==> src/sv/itrt_pkg.sv <==
// Package for the integer to radix text converter.
// Holds the character codes, shared types and digit helpers.
// No dependencies.
`timescale 1ns / 1ps

package itrt_pkg;

    localparam int VALUE_BITS_DEF = 32;
    localparam int STEP_BITS      = 8;
    localparam int RADIX_W        = 6;
    localparam int CHAR_W         = 8;

    typedef logic [RADIX_W-1:0] digit_t;
    typedef logic [CHAR_W-1:0]  char_t;

    localparam char_t  CH_ZERO        = 8'h30;
    localparam char_t  CH_LETTER_A    = 8'h41;
    localparam char_t  CH_MINUS       = 8'h2D;
    localparam digit_t DECIMAL_DIGITS = 6'd10;
    localparam digit_t RADIX_MIN      = 6'd2;
    localparam digit_t RADIX_MAX      = 6'd36;

    typedef struct packed {
        logic   en;
        digit_t digit;
    } digit_wr_t;

    typedef struct packed {
        logic go;
        logic neg;
    } emit_ctl_t;

    function automatic digit_t sat_radix(input digit_t r);
        digit_t res;
        res = r;
        if (r < RADIX_MIN)
        begin
            res = RADIX_MIN;
        end
        else if (r > RADIX_MAX)
        begin
            res = RADIX_MAX;
        end
        return res;
    endfunction

    function automatic char_t digit_char(input digit_t d);
        char_t res;
        if (d >= DECIMAL_DIGITS)
        begin
            res = {2'b00, d - DECIMAL_DIGITS} + CH_LETTER_A;
        end
        else
        begin
            res = {2'b00, d} + CH_ZERO;
        end
        return res;
    endfunction

endpackage

==> src/sv/itrt_div_unit.sv <==
// Shared iterative divider: value by radix, STEP_BITS quotient bits a cycle.
// Depends on itrt_pkg.
`timescale 1ns / 1ps

module itrt_div_unit #(
    parameter int VALUE_BITS = itrt_pkg::VALUE_BITS_DEF
) (
    input  logic                    clk,
    input  logic                    rst_n,
    input  logic                    start,
    input  logic [VALUE_BITS-1:0]   dividend,
    input  itrt_pkg::digit_t        divisor,
    output logic                    busy,
    output logic                    done,
    output logic [VALUE_BITS-1:0]   quotient,
    output itrt_pkg::digit_t        remainder
);

    localparam int STEP  = itrt_pkg::STEP_BITS;
    localparam int DIV_W = ((VALUE_BITS + STEP - 1) / STEP) * STEP;
    localparam int NCYC  = DIV_W / STEP;
    localparam int CNT_W = $clog2(NCYC + 1);
    localparam int RADIX_W_P = itrt_pkg::RADIX_W;

    logic [DIV_W-1:0]       q_reg, q_next;
    itrt_pkg::digit_t       r_reg, r_next;
    itrt_pkg::digit_t       d_reg, d_next;
    logic [CNT_W-1:0]       cnt_reg, cnt_next;
    logic                   busy_reg, busy_next;
    logic                   done_reg, done_next;
    logic [DIV_W-1:0]       q_w;
    itrt_pkg::digit_t       r_w;
    logic [RADIX_W_P:0]     t_w;

    always_comb
    begin
        q_w = q_reg;
        r_w = r_reg;
        t_w = '0;
        for (int i = 0; i < STEP; i++)
        begin
            t_w = {r_w, q_w[DIV_W-1]};
            q_w = {q_w[DIV_W-2:0], 1'b0};
            if (t_w >= {1'b0, d_reg})
            begin
                r_w    = itrt_pkg::digit_t'(t_w - {1'b0, d_reg});
                q_w[0] = 1'b1;
            end
            else
            begin
                r_w = t_w[RADIX_W_P-1:0];
            end
        end
    end

    always_comb
    begin
        q_next    = q_reg;
        r_next    = r_reg;
        d_next    = d_reg;
        cnt_next  = cnt_reg;
        busy_next = busy_reg;
        done_next = 1'b0;
        if (busy_reg)
        begin
            q_next   = q_w;
            r_next   = r_w;
            cnt_next = cnt_reg + 1'b1;
            if (cnt_reg == CNT_W'(NCYC - 1))
            begin
                busy_next = 1'b0;
                done_next = 1'b1;
            end
        end
        else if (start)
        begin
            q_next    = DIV_W'(dividend);
            r_next    = '0;
            d_next    = divisor;
            cnt_next  = '0;
            busy_next = 1'b1;
        end
    end

    always_ff @(posedge clk or negedge rst_n)
    begin
        if (!rst_n)
        begin
            busy_reg <= 1'b0;
            done_reg <= 1'b0;
            cnt_reg  <= '0;
        end
        else
        begin
            busy_reg <= busy_next;
            done_reg <= done_next;
            cnt_reg  <= cnt_next;
        end
    end

    always_ff @(posedge clk)
    begin
        q_reg <= q_next;
        r_reg <= r_next;
        d_reg <= d_next;
    end

    assign busy      = busy_reg;
    assign done      = done_reg;
    assign quotient  = q_reg[VALUE_BITS-1:0];
    assign remainder = r_reg;

endmodule

==> src/sv/itrt_emitter.sv <==
// Digit store and character emitter with output register.
// Depends on itrt_pkg.
`timescale 1ns / 1ps

module itrt_emitter #(
    parameter int VALUE_BITS = itrt_pkg::VALUE_BITS_DEF
) (
    input  logic                        clk,
    input  logic                        rst_n,
    input  itrt_pkg::digit_wr_t         wr,
    input  logic [$clog2(VALUE_BITS)-1:0] wr_addr,
    input  itrt_pkg::emit_ctl_t         ctl,
    output logic                        busy,
    output logic                        m_axis_tvalid,
    input  logic                        m_axis_tready,
    output logic [7:0]                  m_axis_tdata,   // text_char[7:0]
    output logic                        m_axis_tlast
);

    localparam int AW = $clog2(VALUE_BITS);

    localparam logic [1:0] E_IDLE = 2'd0;
    localparam logic [1:0] E_SIGN = 2'd1;
    localparam logic [1:0] E_READ = 2'd2;
    localparam logic [1:0] E_LOAD = 2'd3;

    itrt_pkg::digit_t   mem [VALUE_BITS];
    itrt_pkg::digit_t   rd_reg;
    logic [1:0]         state_reg, state_next;
    logic [AW-1:0]      idx_reg, idx_next;
    logic               ovalid_reg, ovalid_next;
    itrt_pkg::char_t    ochar_reg, ochar_next;
    logic               olast_reg, olast_next;
    logic               out_free;

    assign out_free = !ovalid_reg || m_axis_tready;

    always_ff @(posedge clk)
    begin
        if (wr.en)
        begin
            mem[wr_addr] <= wr.digit;
        end
        rd_reg <= mem[idx_reg];
    end

    always_comb
    begin
        state_next  = state_reg;
        idx_next    = idx_reg;
        ochar_next  = ochar_reg;
        olast_next  = olast_reg;
        ovalid_next = ovalid_reg && !m_axis_tready;
        unique case (state_reg)
            E_IDLE:
            begin
                if (ctl.go)
                begin
                    idx_next   = wr_addr;
                    state_next = ctl.neg ? E_SIGN : E_READ;
                end
            end
            E_SIGN:
            begin
                if (out_free)
                begin
                    ochar_next  = itrt_pkg::CH_MINUS;
                    olast_next  = 1'b0;
                    ovalid_next = 1'b1;
                    state_next  = E_READ;
                end
            end
            E_READ:
            begin
                state_next = E_LOAD;
            end
            E_LOAD:
            begin
                if (out_free)
                begin
                    ochar_next  = itrt_pkg::digit_char(rd_reg);
                    olast_next  = (idx_reg == '0);
                    ovalid_next = 1'b1;
                    if (idx_reg == '0)
                    begin
                        state_next = E_IDLE;
                    end
                    else
                    begin
                        idx_next   = idx_reg - 1'b1;
                        state_next = E_READ;
                    end
                end
            end
            default:
            begin
                state_next = E_IDLE;
            end
        endcase
    end

    always_ff @(posedge clk or negedge rst_n)
    begin
        if (!rst_n)
        begin
            state_reg  <= E_IDLE;
            ovalid_reg <= 1'b0;
            idx_reg    <= '0;
        end
        else
        begin
            state_reg  <= state_next;
            ovalid_reg <= ovalid_next;
            idx_reg    <= idx_next;
        end
    end

    always_ff @(posedge clk)
    begin
        ochar_reg <= ochar_next;
        olast_reg <= olast_next;
    end

    assign busy          = (state_reg != E_IDLE);
    assign m_axis_tvalid = ovalid_reg;
    assign m_axis_tdata  = ochar_reg;
    assign m_axis_tlast  = olast_reg;

endmodule

==> src/sv/integer_to_radix_text_top.sv <==
// Top level of the integer to radix text converter: request sequencer.
// Depends on itrt_pkg, itrt_div_unit and itrt_emitter.
//
//   port group | dir | fields (low bit up)
//   s_axis     | in  | magnitude, is_negative, radix
//   m_axis     | out | text_char; tlast = last_char
//
// Each digit is one division of the value by the radix on the shared divider.
// Emission reads each digit from the digit store, then loads its character into
// the output register; a leading '-' goes out first when is_negative is set.
// s_axis_tready is high only when the sequencer is idle; the last character may
// still wait in the output register. Reset clears all control state.
`timescale 1ns / 1ps

module integer_to_radix_text_top #(
    parameter int VALUE_BITS = itrt_pkg::VALUE_BITS_DEF
) (
    input  logic                                        clk,
    input  logic                                        rst_n,
    input  logic                                        s_axis_tvalid,
    output logic                                        s_axis_tready,
    // magnitude, is_negative, radix[5:0], zero fill
    input  logic [((VALUE_BITS + 7 + 7) / 8) * 8 - 1:0] s_axis_tdata,
    output logic                                        m_axis_tvalid,
    input  logic                                        m_axis_tready,
    output logic [7:0]                                  m_axis_tdata,   // text_char
    output logic                                        m_axis_tlast
);

    localparam int AW = $clog2(VALUE_BITS);
    localparam int CW = $clog2(VALUE_BITS + 1);

    localparam logic [1:0] ST_IDLE = 2'd0;
    localparam logic [1:0] ST_DIV  = 2'd1;
    localparam logic [1:0] ST_EMIT = 2'd2;

    logic [1:0]                 state_reg, state_next;
    logic [CW-1:0]              ndig_reg, ndig_next;
    logic                       neg_reg, neg_next;
    itrt_pkg::digit_t           radix_reg, radix_next;
    logic [VALUE_BITS-1:0]      in_mag;
    logic                       in_neg;
    itrt_pkg::digit_t           in_radix;
    logic                       div_start, div_busy, div_done;
    logic [VALUE_BITS-1:0]      div_dividend, div_quot;
    itrt_pkg::digit_t           div_divisor, div_rem;
    itrt_pkg::digit_wr_t        wr;
    itrt_pkg::emit_ctl_t        ctl;
    logic                       emit_busy;

    assign in_mag   = s_axis_tdata[VALUE_BITS-1:0];
    assign in_neg   = s_axis_tdata[VALUE_BITS];
    assign in_radix = itrt_pkg::sat_radix(s_axis_tdata[VALUE_BITS+6:VALUE_BITS+1]);

    assign s_axis_tready = (state_reg == ST_IDLE);
    assign div_divisor   = (state_reg == ST_IDLE) ? in_radix : radix_reg;

    always_comb
    begin
        state_next   = state_reg;
        ndig_next    = ndig_reg;
        neg_next     = neg_reg;
        radix_next   = radix_reg;
        div_start    = 1'b0;
        div_dividend = div_quot;
        wr.en        = 1'b0;
        wr.digit     = div_rem;
        ctl.go       = 1'b0;
        ctl.neg      = neg_reg;
        unique case (state_reg)
            ST_IDLE:
            begin
                if (s_axis_tvalid)
                begin
                    radix_next   = in_radix;
                    neg_next     = in_neg;
                    ndig_next    = '0;
                    div_dividend = in_mag;
                    div_start    = 1'b1;
                    state_next   = ST_DIV;
                end
            end
            ST_DIV:
            begin
                if (div_done)
                begin
                    wr.en     = 1'b1;
                    ndig_next = ndig_reg + 1'b1;
                    if (div_quot == '0)
                    begin
                        ctl.go     = 1'b1;
                        state_next = ST_EMIT;
                    end
                    else
                    begin
                        div_start = 1'b1;
                    end
                end
            end
            ST_EMIT:
            begin
                if (!emit_busy)
                begin
                    state_next = ST_IDLE;
                end
            end
            default:
            begin
                state_next = ST_IDLE;
            end
        endcase
    end

    always_ff @(posedge clk or negedge rst_n)
    begin
        if (!rst_n)
        begin
            state_reg <= ST_IDLE;
            ndig_reg  <= '0;
        end
        else
        begin
            state_reg <= state_next;
            ndig_reg  <= ndig_next;
        end
    end

    always_ff @(posedge clk)
    begin
        neg_reg   <= neg_next;
        radix_reg <= radix_next;
    end

    itrt_div_unit #(
        .VALUE_BITS (VALUE_BITS)
    ) u_div (
        .clk        (clk),
        .rst_n      (rst_n),
        .start      (div_start),
        .dividend   (div_dividend),
        .divisor    (div_divisor),
        .busy       (div_busy),
        .done       (div_done),
        .quotient   (div_quot),
        .remainder  (div_rem)
    );

    itrt_emitter #(
        .VALUE_BITS (VALUE_BITS)
    ) u_emit (
        .clk            (clk),
        .rst_n          (rst_n),
        .wr             (wr),
        .wr_addr        (ndig_reg[AW-1:0]),
        .ctl            (ctl),
        .busy           (emit_busy),
        .m_axis_tvalid  (m_axis_tvalid),
        .m_axis_tready  (m_axis_tready),
        .m_axis_tdata   (m_axis_tdata),
        .m_axis_tlast   (m_axis_tlast)
    );

    a_busy_not_ready: assert property (@(posedge clk) disable iff (!rst_n)
        div_busy |-> !s_axis_tready)
        else $error("request taken while divider busy");

    a_digit_bound: assert property (@(posedge clk) disable iff (!rst_n)
        ndig_reg <= CW'(VALUE_BITS))
        else $error("digit count above limit");

    a_done_in_div: assert property (@(posedge clk) disable iff (!rst_n)
        div_done |-> state_reg == ST_DIV)
        else $error("divider result outside divide phase");

    a_accept_emit_idle: assert property (@(posedge clk) disable iff (!rst_n)
        (s_axis_tvalid && s_axis_tready) |-> !emit_busy)
        else $error("request taken while emitter busy");

endmodule
==> config.mk <==
export PLATFORM = sky130hd
export DESIGN_NAME = integer_to_radix_text_top
export DESIGN_NICKNAME = d
export VERILOG_FILES = /design/src/sv/itrt_pkg.sv /design/src/sv/itrt_div_unit.sv /design/src/sv/itrt_emitter.sv /design/src/sv/integer_to_radix_text_top.sv
export SDC_FILE = /design/constraint.sdc
export NUM_CORES = 1
export LEC_CHECK = 0
export BUFFER_PORTS_ARGS = -buffer_cell sky130_fd_sc_hd__buf_2
export CAP_MARGIN = 25
export CORE_MARGIN = 2
export CORE_UTILIZATION = 65
export CTS_CLUSTER_SIZE = 30
export DETAILED_ROUTE_END_ITERATION = 12
export PLACE_DENSITY = 0.83
export SLEW_MARGIN = 5
export SYNTH_ARGS = -nofsm -noshare
export SYNTH_HDL_FRONTEND = slang
export SYNTH_SLANG_ARGS = --single-unit
==> constraint.sdc <==
create_clock -name clk -period 28 [get_ports clk]
set_input_delay 2.8 -clock clk [delete_from_list [all_inputs] [get_ports clk]]
set_output_delay 2.8 -clock clk [all_outputs]
set_load 0.05 [all_outputs]
# Word level (Yosys, flattened, before mapping)
# Memory sizes are Yosys's and may differ from the RTL's. A register that Yosys moved wholly into a read port is not among the register bits.
# Index checks and enable logic that the tools add are counted.
# totals
in_bits	44
mem_bits_ro	0
latchBits	0
regBits	81
output_inout_bits	11
n_memories	1
mem_bits_rw	192
# op_classes
bitwise_logic	1
multipliers	0
reduce_logical	24
addsub	14
n_shift	0
magnitude_cmp	11
n_div	0
eq_ne	14
muxes	70
# mem_list
name	words	word_bits	read_ports	rd_clocked_by_memory_dff	wr	line	rtl
u_emit.mem	32	6	1	1	1	itrt_emitter.sv:27	itrt_pkg::digit_t mem [VALUE_BITS];
# ops
cell	n
$mux W32	4
$mux W6	15
$ge A7 B6 Y1	8
$sub A6 B6 Y6	8
$logic_not A32 Y1	1
$mux W1	27
$mux W8	3
$mux W2	9
$pmux W8 S2	1
$mux W5	3
$reduce_bool A2 Y1	7
$pmux W6 S2	1
$reduce_and A3 Y1	4
$ne A2 B2 Y1 const B	5
$pmux W5 S2	1
$add A6 B7 Y8 const B	1
$pmux W2 S4	1
$reduce_and A4 Y1	2
$add A6 B6 Y7 const B	1
$add A6 B1 Y6 const B	1
$eq A2 B2 Y1 const B	3
$ge A6 B4 Y1 const B	1
$gt A6 B6 Y1 const B	1
$lt A6 B2 Y1 const B	1
17 further kinds	25

# Depth between registers and ports, before layout
# Gate-level depths: netlist of run 1.
# depth
ltp_word	17
ltp_mapped	73

# Hierarchy
# Synthesis of run 1 repeated with hierarchy kept, for this count alone.
# unflattened
cells_unflattened	1086
area_unflattened_um2	14435.1
# modules_own_cells
mod	seq_area_each_um2	cells_each	instances	area_each_um2
itrt_emitter	6356.1	441	1	8632.0
itrt_div_unit	1446.4	474	1	4628.2
integer_to_radix_text_top	385.4	171	1	1174.9

# Worst setup path after synthesis of run 1
# No wires, ideal clock.
# synth_path
path_type	register -> register
startpoint	register u_div.r_reg[4], in the netlist u_div.remainder[4]
endpoint	register u_div.r_reg[1], in the netlist u_div.remainder[1] (data pin)
setup_slack_ns	11.989
path_buffers	0
stages_incl_launch_ff	72
t_arrival_ns	15.755
t_required_ns	27.744
period_less_slack_ns	16.011
path_cell_list	edfxtp_1 ha_1 and3b_2 o211ai_2 o21ai_1 mux2_2 ha_1 a21o_1 a21oi_1 o21ai_0 a221o_2 nor2_1 or3_1 o21ai_0 ha_1 a211oi_1 a31oi_1 nor2_1 (+36 left out) nand2b_1 a21o_1 a21o_1 a211oi_1 o41a_1 o211ai_2 mux2i_1 ha_1 a21o_1 a21o_1 a21o_1 a21oi_1 o21ai_0 a21oi_1 o41ai_1 a221oi_4 mux2i_1 nor2b_1
# synth_via
elab_chain_len	17
# synth_lines
item	line	rtl
start: declaration	itrt_div_unit.sv:26	itrt_pkg::digit_t r_reg, r_next;
start signal: assignment	itrt_div_unit.sv:104	r_reg <= r_next;
$sub A6 B6 Y6 or $ge A7 B6 Y1 (tied branches)	itrt_div_unit.sv:46, itrt_div_unit.sv:44	
$mux W6 (*)	itrt_div_unit.sv:44	if (t_w >= {1'b0, d_reg})
$ge A7 B6 Y1 or $sub A6 B6 Y6 (tied branches)	itrt_div_unit.sv:44, itrt_div_unit.sv:46	
$mux W6 (*)	itrt_div_unit.sv:44	
$sub A6 B6 Y6 or $ge A7 B6 Y1 (tied branches)	itrt_div_unit.sv:46, itrt_div_unit.sv:44	
$mux W6 (*)	itrt_div_unit.sv:44	
$sub A6 B6 Y6 or $ge A7 B6 Y1 (tied branches)	itrt_div_unit.sv:46, itrt_div_unit.sv:44	
$mux W6 (*)	itrt_div_unit.sv:44	
$sub A6 B6 Y6 or $ge A7 B6 Y1 (tied branches)	itrt_div_unit.sv:46, itrt_div_unit.sv:44	
$mux W6 (*)	itrt_div_unit.sv:44	
$sub A6 B6 Y6 or $ge A7 B6 Y1 (tied branches)	itrt_div_unit.sv:46, itrt_div_unit.sv:44	
$mux W6 (*)	itrt_div_unit.sv:44	
$ge A7 B6 Y1 or $sub A6 B6 Y6 (tied branches)	itrt_div_unit.sv:44, itrt_div_unit.sv:46	
$mux W6 (*)	itrt_div_unit.sv:44	
$sub A6 B6 Y6 or $ge A7 B6 Y1 (tied branches)	itrt_div_unit.sv:46, itrt_div_unit.sv:44	
$mux W6 (*)	itrt_div_unit.sv:44	
$mux W6 (*)	itrt_div_unit.sv:64	if (busy_reg)
# Every way passes the cells marked *; elsewhere a longest branch is shown, timed or not.
# A chain may end at the register's enable or synchronous reset.

# Worst setup path in the final report of run 1
# layout_path
startpoint	register u_div.d_reg[1]
endpoint	register u_div.r_reg[1], in the netlist u_div.remainder[1] (data pin)
# layout_via
elab_chain_len	17
# layout_lines
item	line	rtl
start: declaration	itrt_div_unit.sv:27	itrt_pkg::digit_t d_reg, d_next;
start signal: assignment	itrt_div_unit.sv:105	d_reg <= d_next;
$sub A6 B6 Y6 or $ge A7 B6 Y1 (tied branches)	itrt_div_unit.sv:46, itrt_div_unit.sv:44	
$mux W6	itrt_div_unit.sv:44	
$sub A6 B6 Y6 or $ge A7 B6 Y1 (tied branches)	itrt_div_unit.sv:46, itrt_div_unit.sv:44	
$mux W6	itrt_div_unit.sv:44	
$sub A6 B6 Y6 or $ge A7 B6 Y1 (tied branches)	itrt_div_unit.sv:46, itrt_div_unit.sv:44	
$mux W6	itrt_div_unit.sv:44	
$sub A6 B6 Y6 or $ge A7 B6 Y1 (tied branches)	itrt_div_unit.sv:46, itrt_div_unit.sv:44	
$mux W6	itrt_div_unit.sv:44	
$sub A6 B6 Y6 or $ge A7 B6 Y1 (tied branches)	itrt_div_unit.sv:46, itrt_div_unit.sv:44	
$mux W6	itrt_div_unit.sv:44	
$ge A7 B6 Y1 or $sub A6 B6 Y6 (tied branches)	itrt_div_unit.sv:44, itrt_div_unit.sv:46	
$mux W6	itrt_div_unit.sv:44	
$ge A7 B6 Y1 or $sub A6 B6 Y6 (tied branches)	itrt_div_unit.sv:44, itrt_div_unit.sv:46	
$mux W6	itrt_div_unit.sv:44	
$sub A6 B6 Y6 or $ge A7 B6 Y1 (tied branches)	itrt_div_unit.sv:46, itrt_div_unit.sv:44	
$mux W6 (*)	itrt_div_unit.sv:44	
$mux W6 (*)	itrt_div_unit.sv:64	
# Marked as above.

==> results of run 1 <==
==> power groups by stage <==
stage | logic [mW] | registers (mW) | clock network (mW)
final | 0.0482 | 0.460 | 0.384
after global routing | 0.0525 | 0.460 | 0.403
after CTS | 0.0481 | 0.460 | 0.390
after detailed placement | 0.0475 | 0.469 | 0
after global placement | 0.0463 | 0.468 | 0
after floorplan | 0.0178 | 0.486 | 0
==> cells in the mapped netlist, types with 11 or more instances <==
cell,number
xor2_1,15
a211oi_1,11
nor2_1,78
nor2b_1,15
dfrtp_1,20
edfxtp_1,252
ha_1,60
o21ai_0,27
nand2_1,42
a21oi_1,38
a21o_1,19
mux4_2,60
inv_1,51
xnor2_1,19
mux2_2,48
mux2i_1,20
clkbuf_1,24
nand2b_1,15
==> path summary, 6_finish.rpt <==
path / end / slack [ps]
worst max-delay path: u_div.remainder[1]$_SDFFCE_PN0P_ / 8470
worst max register to register: u_div.remainder[1]$_SDFFCE_PN0P_ / 8470
max in group asynchronous: u_div.busy$_DFF_PN0_ / 25440
worst min register to register: u_div.cnt_reg[0]$_DFFE_PN0P_ / 510
min in group asynchronous: u_emit.state_reg[1]$_DFFE_PN0P_ / 2210
worst min-delay path: u_div.cnt_reg[0]$_DFFE_PN0P_ / 510
==> kinds of logic (layout without fill, tap and decap cells) <==
logic type	after synthesis	after routing	synth area share [%]
AOI/OAI and AO/OA	160	160	8.20
xor gates and xnor gates	34	34	2.10
adders and majority gates	69	69	6.51
buffers and inverters	83	166	2.20
DFF	278	278	57.9
muxes	129	129	14.9
and+or+nand+nor	226	226	8.25
==> through the flow <==
step / power (mW) / setup WS (ps) / cells
floorplan: 0.504 / 11990 / 979
global placement: 0.515 / 8980 / 1281
detailed placement: 0.516 / 8710 / 1281
CTS: 0.898 / 8610 / 1331
global route: 0.916 / 7140 / 1337
finish: 0.892 / 8470 / 1337
==> metal layers <==
layer  track usage, %  vias up  share of wire (%)
met2             47.8      390                 51
met3             4.04       76                6.5
met5                0        -                  0
li1                 -     3922                  -
met1             35.1     4302                 39
met4             11.0        0                3.9
==> critical path, delay by kind of cell, from the launching register on <==
family | cells | cell delay (ps)
and+or+nand+nor | 12 | 2410
adders and majority gates | 8 | 2570
DFF | 1 | 800
buffers and inverters | 4 | 730
muxes | 6 | 2340
AOI/OAI and AO/OA | 41 | 10410
==> area by class of cell <==
type                       count  area [µm²]  share of cell area [%]
multi-input combinational    618        5650                    35.8
clock buffer                  29         693                    4.39
inverter                      51         191                    1.21
tap                          275         344                    2.18
clock inverter                21         258                    1.63
timing repair buffer          65         453                    2.87
sequential                   278        8190                    51.9
==> out/qor.yml, run 1 <==
status:
  status: "finished, final reports clean"
cells_and_area:
  design_area_um2: 15800
  largest_register_ffs: 192
  most-common-layout-cells: "edfxtp_1 (252), nor2_1 (78), mux4_2 (60), ha_1 (60), buf_2 (53)"
  fill_cells: 1272
  final_core_util_pct: 74.4
  final_common_cell: "edfxtp_1"
  synthToLayoutAreaGrowth_pct: 11.5
  diodes: 0
  nets: 1153
  layout-drive-gt1-share_pct: 23.4
  top_register: "u_emit.mem"
yosys:
  synth_top_area_share_pct: 53.5
  synth_cell_types: 76
  ys_async_sr_fraction_pct: 7.19
  syn-cell-area_um2: 14200
  yosysSeqAreaShare_pct: 57.9
  synth_area_per_cell_um2: 14.5
  ys_ff_latch: 278
  yosysTopAreaCell: "edfxtp_1"
  synth_nets: 1091
  yosys_warnings: 0
  synth_ff_type: "edfxtp_1"
  synth_edf_count: 252
  synthCells: 979
  synth_area_leaders: "edfxtp_1 (53%), mux4_2 (9.5%), ha_1 (5.3%)"
die:
  start_util_pct: 66.7
  dieArea_um2: 23000
  core-area_um2: 21200
  die_width_um: 152
  die_h_um: 152
  io_pins: 55
  placementRows: 53
hold_path:
  worstHoldPathCells: 1
  hold_path.class: "reg -> reg"
  worstHoldStart: "u_div.cnt_reg[0]$_DFFE_PN0P_"
power:
  p_sw_uw: 195
  seq_power_share_pct: 51.5
  cellPowerDensity_nw_per_um2: 56.5
  power_leakage_nw: 5.19
  intPower_uw: 697
  combPwrFrac_pct: 5.4
  clkPwrFrac_pct: 43.0
  swShare_pct: 21.9
  vdd_drop_max_mv: 0.0566
sta:
  holdWs_ps: 508
  fmax_ghz: 0.0512
  setup_violations: 0
  skew_ps: 8.44
  max_slew_margin_pct: 41.3
  timing.final.crit_share_pct: 69.8
  min_period_ps: 19530
  report.final.slew_viol_count: 0
  rsz0062_at_grt: "false"
  hold_violations: 0
  worst_pin_slew_ps: 880
  tns_ps: 0
worst_setup_path:
  reg2reg_from: "u_div.d_reg[1]$_DFFE_PP_"
  crit_path_end_kind: "flip-flop"
  worst_r2r_path_depth: 71
  crit_start: "u_div.d_reg[1]$_DFFE_PP_"
  worst_ep_required_time_ps: 28300
  critPathSlowestCell: "edfxtp_1"
  critPathMaxStageDelay_ps: 800
  arrival_ps: 19830
  crit_top_cell: "a21o_1"
  crit_path_start_kind: "flip-flop"
  crit_fanout: 10
  path_class: "reg -> reg"
grt:
  grt_first_pass_wirelength_mm: 47.6
  first_global_vias: 8830
  antenna_found_initial: 0
  grt_overflow: 0
  grt_max_degree: 54
  track_usage_pct: 27.5
placement:
  dp_hpwl_mm: 20.2
  place_area_um2: 14700
  io_buffers: 53
  globalplace.congestion: 0.945
detailed_routing:
  vias: 8690
  drt-total-wl_mm: 31.7
  drt_iter0_markers: 705
  first_pass_iters: 9
  drcViolationCount: 0
  viasPerCell: 6.50
  wire_per_inst_um: 23.7
  ant_nets: 0
clock_tree:
  clk_pin_slew_worst_paths_ps: 60
  cts-resized-gates: 0
  clockBufferDepth: 3
  clock_sinks: 278
  tritoncts: "built"
  cts_root_buf: "clkbuf_16"
  clk_latency_ps: 550
  cts_htree_levels: 1
  cts_hold_buffers: 0
  cts_buffers: 27
  postCtsSetupRepairBufs: 0
run:
  cap_viol_max_count: 0
Power figures use the tool's default switching activity.
==> run 2: changes to the inputs <==
--- a/config.mk
+++ b/config.mk
@@ -8,10 +8,10 @@
 export BUFFER_PORTS_ARGS = -buffer_cell sky130_fd_sc_hd__buf_2
 export CAP_MARGIN = 25
 export CORE_MARGIN = 2
-export CORE_UTILIZATION = 65
+export CORE_UTILIZATION = 56
 export CTS_CLUSTER_SIZE = 30
 export DETAILED_ROUTE_END_ITERATION = 12
-export PLACE_DENSITY = 0.83
+export PLACE_DENSITY = 0.76
 export SLEW_MARGIN = 5
 export SYNTH_ARGS = -nofsm -noshare
 export SYNTH_HDL_FRONTEND = slang
==> constraint.sdc (replaced) <==
create_clock -name clk -period 17.61 [get_ports clk]
set_input_delay 1.761 -clock clk [delete_from_list [all_inputs] [get_ports clk]]
set_output_delay 1.761 -clock clk [all_outputs]
set_load 0.05 [all_outputs]
==> run 2 against run 1 <==
- wire length shrank 5.9%
- via count is 2.6% lower
- critical endpoint is now u_div.remainder[3]$_SDFFCE_PN0P_
- register-to-register slack lost 7400 ps
- die area increased by 16%
- worst hold slack got worse by 19 ps
- flip-flop and latch count did not move
- largest cell class unchanged
- critical path depth increased by 5
- count of clock-buffer cells in the layout rose by 8
- clock skew is 6.2 ps higher
==> out/qor.yml, run 2 (synthesis gave the netlist of run 1 again) <==
status:
  status: "finished, final reports clean"  # unchanged
worst_setup_path:
  crit_start: "u_div.remainder[4]$_SDFFCE_PN0P_"  # was u_div.d_reg[1]$_DFFE_PP_
  path_class: "reg -> reg"  # unchanged
  r2r_slack_ps: 1090  # was 8470 ps
  crit_path_end_kind: "flip-flop"  # unchanged
  reg2reg_from: "u_div.remainder[4]$_SDFFCE_PN0P_"  # was u_div.d_reg[1]$_DFFE_PP_
  crit_path_start_kind: "flip-flop"  # unchanged
  crit_path_end: "u_div.remainder[3]$_SDFFCE_PN0P_"  # was u_div.remainder[1]$_SDFFCE_PN0P_
  critPathMaxStageDelay_ps: 440  # was 800 ps
  worst_ep_required_time_ps: 17920  # was 28,300 ps
  crit_cells: 76  # was 71
  crit_top_cell: "a21o_1"  # unchanged
  worst_r2r_path_depth: 76  # was 71
  critPathBufInv: 8  # was 4
  arrival_ps: 16830  # was 19,830 ps
  crit_family: "compound AO/OA/AOI/OAI gates"  # unchanged
  timing.rr.end: "u_div.remainder[3]$_SDFFCE_PN0P_"  # was u_div.remainder[1]$_SDFFCE_PN0P_
  critPathSlowestCell: "ha_1"  # was edfxtp_1
  crit_fanout: 35  # was 10
clock_tree:
  cts_htree_levels: 1  # unchanged
  cts_root_buf: "clkbuf_16"  # unchanged
  tritoncts: "built"  # unchanged
  clk_pin_slew_worst_paths_ps: 60  # about the same
  cts_hold_buffers: 0  # unchanged
  clk_latency_ps: 560  # was 550 ps
  clock_sinks: 278  # unchanged
  cts_buffers: 29  # was 27
  clockBufferDepth: 3  # unchanged
placement:
  io_buffers: 53  # unchanged
  dpl.cell_count: 1353  # was 1,281
  dp_hpwl_mm: 20.4  # was 20.2 mm
  globalplace.congestion: 0.860  # was 0.945
cells_and_area:
  diodes: 0  # unchanged
  largest_register_ffs: 192  # unchanged
  most-common-layout-cells: "edfxtp_1 (252), nor2_1 (78), mux4_2 (60), ha_1 (60), buf_2 (53)"  # unchanged
  top_register: "u_emit.mem"  # unchanged
  synthToLayoutAreaGrowth_pct: 11.9  # was 11.5%
  final_common_cell: "edfxtp_1"  # unchanged
  nets: 1172  # was 1,153
  layout-drive-gt1-share_pct: 24.1  # was 23.4%
  stdcell_count: 1413  # was 1,337
detailed_routing:
  wire_per_inst_um: 21.1  # was 23.7 µm
  drt_iter0_markers: 668  # was 705
  vias: 8468  # was 8,690
  drcViolationCount: 0  # unchanged
  drt-total-wl_mm: 29.9  # was 31.7 mm
  viasPerCell: 5.99  # was 6.50
  first_pass_iters: 5  # was 9
  ant_nets: 0  # unchanged
grt:
  track_usage_pct: 23.1  # was 27.5%
  grt_first_pass_wirelength_mm: 47.2  # was 47.6 mm
  first_global_vias: 8654  # was 8,830
  grt_max_degree: 54  # unchanged
  antenna_found_initial: 0  # unchanged
  grt_overflow: 0  # unchanged
power:
  vdd_drop_max_mv: 0.0730  # was 0.0566 mV
  seq_power_share_pct: 53.8  # was 51.5%
  power_leakage_nw: 5.18  # was 5.19 nW
  clkPwrFrac_pct: 40.6  # was 43.0%
  p_sw_uw: 310  # was 195 µW
  combPwrFrac_pct: 5.6  # was 5.4%
  p_total_mw: 1.36  # was 892 µW
  swShare_pct: 22.8  # was 21.9%
  intPower_mw: 1.05  # was 697 µW
  cellPowerDensity_nw_per_um2: 86.0  # was 56.5 nW/µm²
run:
  cap_viol_max_count: 0  # unchanged
sta:
  skew_ps: 14.6  # was 8.44 ps
  timing.final.crit_share_pct: 93.8  # was 69.8%
  worst_pin_slew_ps: 914  # was 880 ps
  report.final.slew_viol_count: 0  # unchanged
  holdWs_ps: 489  # was 508 ps
  min_period_ps: 16520  # was 19,530 ps
  hold_violations: 0  # unchanged
  fmax_ghz: 0.0605  # was 0.0512 GHz
  max_slew_margin_pct: 39.1  # was 41.3%
  setup_violations: 0  # unchanged
hold_path:
  worstHoldStart: "u_div.cnt_reg[0]$_DFFE_PN0P_"  # unchanged
  hold_path.class: "reg -> reg"  # unchanged
die:
  io_pins: 55  # unchanged
  dieArea_um2: 26600  # was 23,000 µm²
  die_h_um: 163  # was 152 µm
  start_util_pct: 56.7  # was 66.7%
  placementRows: 58  # was 53
  die_width_um: 163  # was 152 µm
  core-area_um2: 25000  # was 21,200 µm²
[run 2: worst min-delay path by stage]
stage,endpoint,slack [ps],cells after the start
after floorplan,u_div.cnt_reg[0]$_DFFE_PN0P_,450,1
final,u_div.cnt_reg[0]$_DFFE_PN0P_,490,1
after global placement,u_div.cnt_reg[0]$_DFFE_PN0P_,480,1
after global routing,u_div.cnt_reg[0]$_DFFE_PN0P_,530,1
after CTS,u_div.cnt_reg[0]$_DFFE_PN0P_,490,1
after detailed placement,u_div.cnt_reg[0]$_DFFE_PN0P_,480,1
[run 2: layout make-up]
cell class	count	area (µm²)
repair buffers	82	512
inverters	51	191
multi-input cells	618	5670
fillers	1796	9130
clock buffers	37	756
clock inverters	17	101
flip-flops and latches	278	8190
well taps	330	413
[run 2: timing repair]
item	in CTS	in global routing
setup endpoints to repair	0	7
gates resized for setup	0	7
buffers inserted	0	5
[run 2: worst reg2reg max path, delay by kind of cell (launching register included)]
family / cells / cell delay (ps)
simple gates: 14 / 2100
mux: 6 / 2080
fa+ha+maj: 8 / 2400
compound gates: 40 / 8180
flops: 1 / 370
buf+inv: 8 / 1140
[run 2: per-stage QoR]
stage / setup WS, ps / cell area, µm² / TNS (ps) / util [%]
2_1_floorplan: 1600 / 14200 / 0 / -
3_3_place_gp: 892 / 14900 / 0 / 59.6
3_5_place_dp: 641 / 14900 / 0 / 59.6
4_1_cts: 576 / 15700 / 0 / 63.1
5_1_grt: -20.6 / 15800 / -35.7 / 63.4
6_report: 1090 / 15800 / 0 / 63.4
[run 2: metal layers]
metal  vias up  track usage (%)  routed length [µm]
li1       3963                -                   -
met1      4173             29.3               12000
met2       270             41.4               15300
met3        62             3.16                1530
met4         0             7.00                 971
met5         -                0                   0
[run 2: power groups by stage]
stage	logic (mW)	clock network (mW)	registers, mW
6_report	0.0767	0.552	0.732
5_1_grt	0.0826	0.583	0.733
4_1_cts	0.0768	0.559	0.733
3_5_place_dp	0.0764	0	0.746
3_3_place_gp	0.0753	0	0.745
2_1_floorplan	0.0283	0	0.773
